## src/rtl/lr_pkg.sv

```systemverilog
// ----------------------------------------------------------------------------
// Line rasterizer package
// Shared widths, payload types, step codes and the command and status bundles
// that join the controller and the datapath.
// ----------------------------------------------------------------------------
package lr_pkg;

  // Coordinate width of every point on the grid.
  localparam int unsigned CoordBits = 10;
  // Signed error term: two more bits for the doubled deltas, one for sign.
  localparam int unsigned ErrBits   = CoordBits + 3;
  // Point count of a run, which can reach the largest span plus one.
  localparam int unsigned StepBits  = CoordBits + 1;
  // Points emitted per accepted item at most.
  localparam int unsigned MaxResults = 64;
  localparam int unsigned BurstBits  = $clog2(MaxResults);

  typedef logic [CoordBits-1:0] coord_t;

  // Step direction of one axis.
  typedef logic [1:0] step_sign_t;
  localparam step_sign_t SignZero = 2'b00;
  localparam step_sign_t SignPos  = 2'b01;
  localparam step_sign_t SignNeg  = 2'b11;

  // Input item: one segment.
  typedef struct packed {
    coord_t start_x;
    coord_t start_y;
    coord_t end_x;
    coord_t end_y;
  } line_in_t;

  // Result item: one plotted point.
  typedef struct packed {
    coord_t pixel_x;
    coord_t pixel_y;
    logic   last_point;
  } pixel_out_t;

  // Commands from the controller to the datapath.
  typedef struct packed {
    logic load;   // Capture a new segment from the input item.
    logic setup;  // Pick the major axis and seed the error term.
    logic emit;   // Write one point into the output register.
  } lr_cmd_t;

  // Status from the datapath to the controller.
  typedef struct packed {
    logic busy;      // A run is in progress.
    logic at_end;    // The next point is the forced end point.
    logic out_free;  // The output register can take a point this cycle.
  } lr_status_t;

  // Move a coordinate one step in the given direction, wrapping on overflow.
  function automatic coord_t step_coord(coord_t c, step_sign_t s);
    coord_t r;
    case (s)
      SignPos: r = c + coord_t'(1);
      SignNeg: r = c - coord_t'(1);
      default: r = c;
    endcase
    return r;
  endfunction

endpackage

```

## src/rtl/lr_ctrl.sv

```systemverilog
// ----------------------------------------------------------------------------
// Line rasterizer controller
// Sequences segment capture, setup and point emission, and limits each
// accepted item to a burst of at most MaxResults points.
// ----------------------------------------------------------------------------
module lr_ctrl (
  input  logic               clk_i,
  input  logic               rst_ni,
  input  logic               in_valid_i,
  output logic               in_stall_o,
  input  lr_pkg::lr_status_t status_i,
  output lr_pkg::lr_cmd_t    cmd_o
);
  import lr_pkg::*;

  typedef enum logic [1:0] {
    StWait,
    StSetup,
    StEmit
  } state_e;

  state_e               state_q, state_d;
  logic [BurstBits-1:0] burst_q, burst_d;
  logic                 accept;
  logic                 burst_done;

  // The input side is open only while waiting for the next item.
  assign in_stall_o = (state_q != StWait);
  assign accept     = in_valid_i && (state_q == StWait);
  assign burst_done = (burst_q == BurstBits'(MaxResults - 1));

  // Commands to the datapath.
  always_comb begin
    cmd_o.load  = accept && !status_i.busy;
    cmd_o.setup = (state_q == StSetup);
    cmd_o.emit  = (state_q == StEmit) && status_i.out_free;
  end

  // Next state and burst count.
  always_comb begin
    state_d = state_q;
    burst_d = burst_q;
    case (state_q)
      StWait: begin
        if (accept) begin
          burst_d = '0;
          // A run left over from the previous item goes straight on.
          state_d = status_i.busy ? StEmit : StSetup;
        end
      end
      StSetup: begin
        state_d = StEmit;
      end
      StEmit: begin
        if (cmd_o.emit) begin
          burst_d = burst_q + BurstBits'(1);
          if (status_i.at_end || burst_done) begin
            state_d = StWait;
          end
        end
      end
      default: begin
        state_d = StWait;
      end
    endcase
  end

  // State register.
  always_ff @(posedge clk_i or negedge rst_ni) begin
    if (!rst_ni) begin
      state_q <= StWait;
      burst_q <= '0;
    end else begin
      state_q <= state_d;
      burst_q <= burst_d;
    end
  end

endmodule

```

## src/rtl/lr_datapath.sv

```systemverilog
// ----------------------------------------------------------------------------
// Line rasterizer datapath
// Holds the run state (current point, error term, deltas, step signs and the
// end point) and the output register that presents one point at a time.
// ----------------------------------------------------------------------------
module lr_datapath (
  input  logic               clk_i,
  input  logic               rst_ni,
  input  lr_pkg::line_in_t   in_data_i,
  input  lr_pkg::lr_cmd_t    cmd_i,
  output lr_pkg::lr_status_t status_o,
  output logic               out_valid_o,
  input  logic               out_stall_i,
  output lr_pkg::pixel_out_t out_data_o
);
  import lr_pkg::*;

  coord_t              cur_x_q, cur_y_q, end_x_q, end_y_q;
  coord_t              major_q, minor_q;
  logic [ErrBits-1:0]  err_q;
  logic [StepBits-1:0] steps_q;
  logic                swapped_q;
  step_sign_t          sign_x_q, sign_y_q;
  logic                busy_q;
  logic                out_valid_q;
  pixel_out_t          out_q;

  logic [CoordBits:0]  dx, dy;
  coord_t              adx, ady;
  step_sign_t          sign_x_n, sign_y_n;
  logic                swap_n;
  coord_t              major_n, minor_n;
  logic [ErrBits-1:0]  two_major, two_minor, err_adv;
  logic                err_ge;
  coord_t              x_adv, y_adv;

  // Deltas and step signs of the incoming segment.
  always_comb begin
    dx  = {1'b0, in_data_i.end_x} - {1'b0, in_data_i.start_x};
    dy  = {1'b0, in_data_i.end_y} - {1'b0, in_data_i.start_y};
    adx = dx[CoordBits] ? coord_t'(-dx) : dx[CoordBits-1:0];
    ady = dy[CoordBits] ? coord_t'(-dy) : dy[CoordBits-1:0];
    if (in_data_i.end_x == in_data_i.start_x) begin
      sign_x_n = SignZero;
    end else begin
      sign_x_n = dx[CoordBits] ? SignNeg : SignPos;
    end
    if (in_data_i.end_y == in_data_i.start_y) begin
      sign_y_n = SignZero;
    end else begin
      sign_y_n = dy[CoordBits] ? SignNeg : SignPos;
    end
  end

  // Major axis choice; the absolute deltas sit in major_q and minor_q as x, y.
  always_comb begin
    swap_n  = (minor_q > major_q);
    major_n = swap_n ? minor_q : major_q;
    minor_n = swap_n ? major_q : minor_q;
  end

  // One Bresenham step: the error term decides whether the minor axis moves.
  always_comb begin
    two_major = ErrBits'({major_q, 1'b0});
    two_minor = ErrBits'({minor_q, 1'b0});
    err_ge    = !err_q[ErrBits-1];
    err_adv   = err_q + two_minor - (err_ge ? two_major : '0);
    x_adv     = cur_x_q;
    y_adv     = cur_y_q;
    if (swapped_q) begin
      y_adv = step_coord(cur_y_q, sign_y_q);
      if (err_ge) begin
        x_adv = step_coord(cur_x_q, sign_x_q);
      end
    end else begin
      x_adv = step_coord(cur_x_q, sign_x_q);
      if (err_ge) begin
        y_adv = step_coord(cur_y_q, sign_y_q);
      end
    end
  end

  // Run state.
  always_ff @(posedge clk_i or negedge rst_ni) begin
    if (!rst_ni) begin
      cur_x_q   <= '0;
      cur_y_q   <= '0;
      end_x_q   <= '0;
      end_y_q   <= '0;
      major_q   <= '0;
      minor_q   <= '0;
      err_q     <= '0;
      steps_q   <= '0;
      swapped_q <= 1'b0;
      sign_x_q  <= SignZero;
      sign_y_q  <= SignZero;
      busy_q    <= 1'b0;
    end else if (cmd_i.load) begin
      cur_x_q  <= in_data_i.start_x;
      cur_y_q  <= in_data_i.start_y;
      end_x_q  <= in_data_i.end_x;
      end_y_q  <= in_data_i.end_y;
      major_q  <= adx;
      minor_q  <= ady;
      sign_x_q <= sign_x_n;
      sign_y_q <= sign_y_n;
      busy_q   <= 1'b1;
    end else if (cmd_i.setup) begin
      major_q   <= major_n;
      minor_q   <= minor_n;
      swapped_q <= swap_n;
      err_q     <= ErrBits'({minor_n, 1'b0}) - ErrBits'(major_n);
      steps_q   <= {1'b0, major_n} + StepBits'(1);
    end else if (cmd_i.emit) begin
      if (status_o.at_end) begin
        steps_q <= '0;
        busy_q  <= 1'b0;
      end else begin
        cur_x_q <= x_adv;
        cur_y_q <= y_adv;
        err_q   <= err_adv;
        steps_q <= steps_q - StepBits'(1);
      end
    end
  end

  // Output register: filled on emit, emptied when the receiver takes it.
  always_ff @(posedge clk_i or negedge rst_ni) begin
    if (!rst_ni) begin
      out_valid_q <= 1'b0;
    end else if (cmd_i.emit) begin
      out_valid_q <= 1'b1;
    end else if (!out_stall_i) begin
      out_valid_q <= 1'b0;
    end
  end

  always_ff @(posedge clk_i) begin
    if (cmd_i.emit) begin
      if (status_o.at_end) begin
        out_q <= '{pixel_x: end_x_q, pixel_y: end_y_q, last_point: 1'b1};
      end else begin
        out_q <= '{pixel_x: cur_x_q, pixel_y: cur_y_q, last_point: 1'b0};
      end
    end
  end

  // Status to the controller.
  always_comb begin
    status_o.busy     = busy_q;
    status_o.at_end   = (steps_q <= StepBits'(1));
    status_o.out_free = !out_valid_q || !out_stall_i;
  end

  assign out_valid_o = out_valid_q;
  assign out_data_o  = out_q;

endmodule

```

## src/rtl/line_rasterizer.sv

```systemverilog
// Start: a new segment passes through the setup state before its first point;
// an item that continues a long run goes straight to point emission.
// Throughput: one point per cycle while the output is not stalled; each item
// emits up to 64 points and holds the input closed until its last one.
// Reset: asynchronous, active low; clears the run and the output valid flag.
// ----------------------------------------------------------------------------
// Line rasterizer
// Integer line walk over a grid: one segment in, its covering points out,
// with the exact end point closing each run.
// ----------------------------------------------------------------------------
module line_rasterizer (
  input  logic               clk_i,
  input  logic               rst_ni,
  input  logic               in_valid_i,
  output logic               in_stall_o,
  input  lr_pkg::line_in_t   in_data_i,
  output logic               out_valid_o,
  input  logic               out_stall_i,
  output lr_pkg::pixel_out_t out_data_o
);
  import lr_pkg::*;

  lr_cmd_t    cmd;
  lr_status_t status;

  // Sequencer.
  lr_ctrl u_ctrl (
    .clk_i      (clk_i),
    .rst_ni     (rst_ni),
    .in_valid_i (in_valid_i),
    .in_stall_o (in_stall_o),
    .status_i   (status),
    .cmd_o      (cmd)
  );

  // Run state and output register.
  lr_datapath u_datapath (
    .clk_i       (clk_i),
    .rst_ni      (rst_ni),
    .in_data_i   (in_data_i),
    .cmd_i       (cmd),
    .status_o    (status),
    .out_valid_o (out_valid_o),
    .out_stall_i (out_stall_i),
    .out_data_o  (out_data_o)
  );

endmodule

```

## config.mk

```make
export PLATFORM = sky130hd
export DESIGN_NAME = line_rasterizer
export DESIGN_NICKNAME = d
export VERILOG_FILES = /design/src/rtl/lr_pkg.sv /design/src/rtl/lr_ctrl.sv /design/src/rtl/lr_datapath.sv /design/src/rtl/line_rasterizer.sv
export SDC_FILE = /design/constraint.sdc
export NUM_CORES = 1
export LEC_CHECK = 0
export ABC_AREA = 1
export BUFFER_PORTS_ARGS = -buffer_cell sky130_fd_sc_hd__buf_2
export CAP_MARGIN = 20
export CORE_MARGIN = 2
export CORE_UTILIZATION = 30
export DETAILED_ROUTE_END_ITERATION = 16
export PLACE_DENSITY_LB_ADDON = 0.05
export SETUP_SLACK_MARGIN = 0.2
export SLEW_MARGIN = 5
export SYNTH_ARGS = -nofsm -noshare
export SYNTH_HDL_FRONTEND = slang
export SYNTH_SLANG_ARGS = --single-unit
```

## constraint.sdc

```tcl
create_clock -name clk_i -period 8.73 [get_ports clk_i]
set_input_delay 0.873 -clock clk_i [delete_from_list [all_inputs] [get_ports clk_i]]
set_output_delay 0.873 -clock clk_i [all_outputs]
set_load 0.01 [all_outputs]
```

==> impl_metrics.py <==
metrics = {
    "timing": {
        "slew_violations": 0,
        "slew_headroom_pct": 42.90,
        "finClkSkew_ps": 8.820,
        "setup_tns_ps": 0,
        "finalCriticalPeriod_ps": 3416,
        "tightest_slew_ps": 853.4,
        "max_clock_freq_mhz": 292.7,
        "hold_viol": 0,
        "whs_ps": 469.8,
        "finalCritPeriodShare_pct": 39.13,
        "setup_violations": 0,
        "rsz0062_at_grt": "false",
    },
    "cts": {
        "clk_latency_ps": 420,
        "cts_buffers": 17,
        "cts_max_level": 4,
        "clock_sinks": 119,
        "cts_tree": "yes",
        "ctsHoldBuffers": 0,
        "clk_pin_slew_ps": 60,
        "root_buffer": "clkbuf_16",
        "post-cts-setup-buffer-count": 0,
        "cts_resized": 0,
        "clock_path_buffers": 2,
    },
    "finish": {
        "antenna_cells": 0,
        "num-nets-final": 1471,
        "postLayoutCellArea_um2": 10840,
        "syn_to_final_growth_pct": 13.56,
        "final_common_cell": "nand2_1",
        "drive_above_1_share_pct": 13.19,
        "final_cell_mix": "310 x nand2_1, 192 x inv_1, 98 x dfrtp_1, 96 x o21ai_0, 79 x nor2_1",
    },
    "routing": {
        "vias": 8358,
        "drtPass1Iterations": 5,
        "vias_per_cell": 4.752,
        "wire_per_inst_um": 16.20,
        "dr.max_layer_used": "met4",
        "final_antenna_net_count": 0,
        "drtIter0Drc": 463,
        "met3_length_um": 658,
        "dr_wl_met2_um": 13100,
        "drc": 0,
        "met1_length_um": 14360,
        "wirelength_um": 28490,
    },
    "worst_setup_path": {
        "start_kind": "flop",
        "max_stage_delay_ps": 430,
        "crit_path_max_fanout": 36,
        "crit_path_end_kind": "flop",
        "cp_slowest_cell": "a2111oi_0",
        "crit_arrival_ps": 3760,
        "cp.required_ps": 9070,
        "crit_type": "flop to flop",
        "path_cells": "inv_1, ha_1, nand2_2, inv_1, a21oi_2, nand3_4, nand2_8, nand2_1, o21ai_2, inv_1, ha_1, inv_1, o21bai_1, a2111oi_0, nand2_1, a31oi_1",
        "path_common_cell": "inv_1",
    },
    "grt": {
        "grt_overflow": 0,
        "grt_pass1_vias": 8338,
        "grt_pass1_wl_um": 46030,
        "grt_antenna_before_repair": 0,
        "grtUsageTotal_pct": 17.76,
        "grt_max_degree": 55,
    },
    "floorplan": {
        "die_x_um": 182.4,
        "dieArea_um2": 33270,
        "fp-row-count": 65,
        "io_pins": 67,
        "initial_core_util_pct": 30.34,
        "core-area_um2": 31470,
        "die_h_um": 182.4,
    },
    "place": {
        "hpwl_um": 21510,
        "numPortBuffers": 66,
        "globalplace.congestion": 0.8098,
        "dpl_cell_area_um2": 10280,
    },
    "synthesis": {
        "synth-seq-cells": 119,
        "synthCells": 1286,
        "synthFlopType": "dfrtp_1",
        "syn_area_um2": 9549,
        "synth_cell_types": 53,
        "synth_edf_count": 21,
        "synth-warning-count": 0,
        "synth_nets": 1412,
        "avgSynthCellArea_um2": 7.425,
        "async_flop_share_pct": 82.35,
        "yosysSeqAreaShare_pct": 32.29,
    },
    "outcome": {
        "status": "completed",
    },
    "run": {
        "drv_cap": 0,
    },
    "worst_hold_path": {
        "hp-class": "flop to flop",
    },
}
## layer usage
metal	track usage, %	vias up
li1	-	4340
met1	24.69	3884
met2	28.95	113
met3	2.674	21
met4	4.452	0
met5	0	-
## logic make-up (layout without fill, tap and decap cells)
family                     after synthesis  after routing  synth area share, %
buffers and inverters                  236            307                9.670
DFF                                    119            119                32.29
xor gates and xnor gates                45             45                4.127
and+or+nand+nor                        546            546                26.07
AOI/OAI and AO/OA                      258            258                15.92
adders and majority gates               82             82                11.92
## synthesized netlist by cell type (3+ instances only)
cell type  number  area, um^2
ha_1           67       838.3
o22ai_1         3       18.77
nand2_4         8       90.09
a21oi_1        74       370.4
a22oi_1         5       37.54
nor2_4          5       56.30
o211ai_1       18       135.1
clkbuf_1       24       90.09
nand4_1        13       81.33
nor3_1         13       65.06
or2_2           8       50.05
buf_2           4       20.02
fa_1           15       300.3
nand2_1       310        1164
nand3_1        68       340.3
xnor2_1        15       131.4
edfxtp_1       21       630.6
xor2_1         30       262.8
a31oi_1        11       68.82
o221ai_1       15       131.4
o21ai_1        14       70.07
nand3_2         5       50.05
inv_2           9       33.78
o21ai_0        96       480.5
inv_1         193       724.4
a21oi_2         5       43.79
dfrtp_1        98        2452
nand2_2        25       156.4
nor2_1         80       300.3
## flip-flops by register name, summed over array words and instances, names as in the netlist
signal,count
u_datapath.busy_q,1
u_datapath.err_q,12
u_datapath.major_q,10
u_datapath.cur_x_q,10
u_ctrl.state_q,2
u_ctrl.burst_q,6
u_datapath.out_valid_o,1
u_datapath.sign_x_q,2
u_datapath.steps_q,11
u_datapath.sign_y_q,2
u_datapath.cur_y_q,10
u_datapath.end_y_q,10
u_datapath.swapped_q,1
u_datapath.minor_q,10
u_datapath.end_x_q,10
u_datapath.out_data_o,21
## layout make-up
class / count / area, um^2
clock buffer: 22 / 454.2
inverter: 203 / 763.2
timing repair buffer: 73 / 385.4
sequential: 119 / 3083
multi-input combinational: 931 / 5550
tap: 402 / 503.0
fill: 3394 / 20630
clock inverter: 9 / 105.1
## final timing paths
kind                                       start                     to  slack (ps)  depth (start not counted)
setup / recovery           u_datapath.major_q[8]   u_datapath.err_q[11]        5310                         16
hold / removal             u_datapath.end_x_q[4]  u_datapath.end_x_q[4]         470                          2
setup reg to reg           u_datapath.major_q[8]   u_datapath.err_q[11]        5310                         16
hold reg to reg            u_datapath.end_x_q[4]  u_datapath.end_x_q[4]         470                          2
max in group asynchronous                 rst_ni  u_datapath.end_y_q[4]        7000                          2
min in group asynchronous                 rst_ni  u_datapath.steps_q[9]         540                          1
## worst max-delay path: cells and delay by family (launching register included)
family          cells  cell delay [ps]
flops               1              370
simple gates        5              890
compound gates      5             1000
buf+inv             4              430
fa+ha+maj           2              630
## stage by stage
stage / utilization [%] / instances / worst slack (ps)
finish: 34.45 / 1759 / 5314
global route: 34.45 / 1759 / 4907
CTS: 34.45 / 1759 / 5318
detailed placement: 32.68 / 1728 / 5130
global placement: 32.68 / 1728 / 5119
floorplan: - / 1286 / 5620
Power is not shown: default switching activity piles up to over one toggle a cycle in this logic, so the estimate is an artifact.
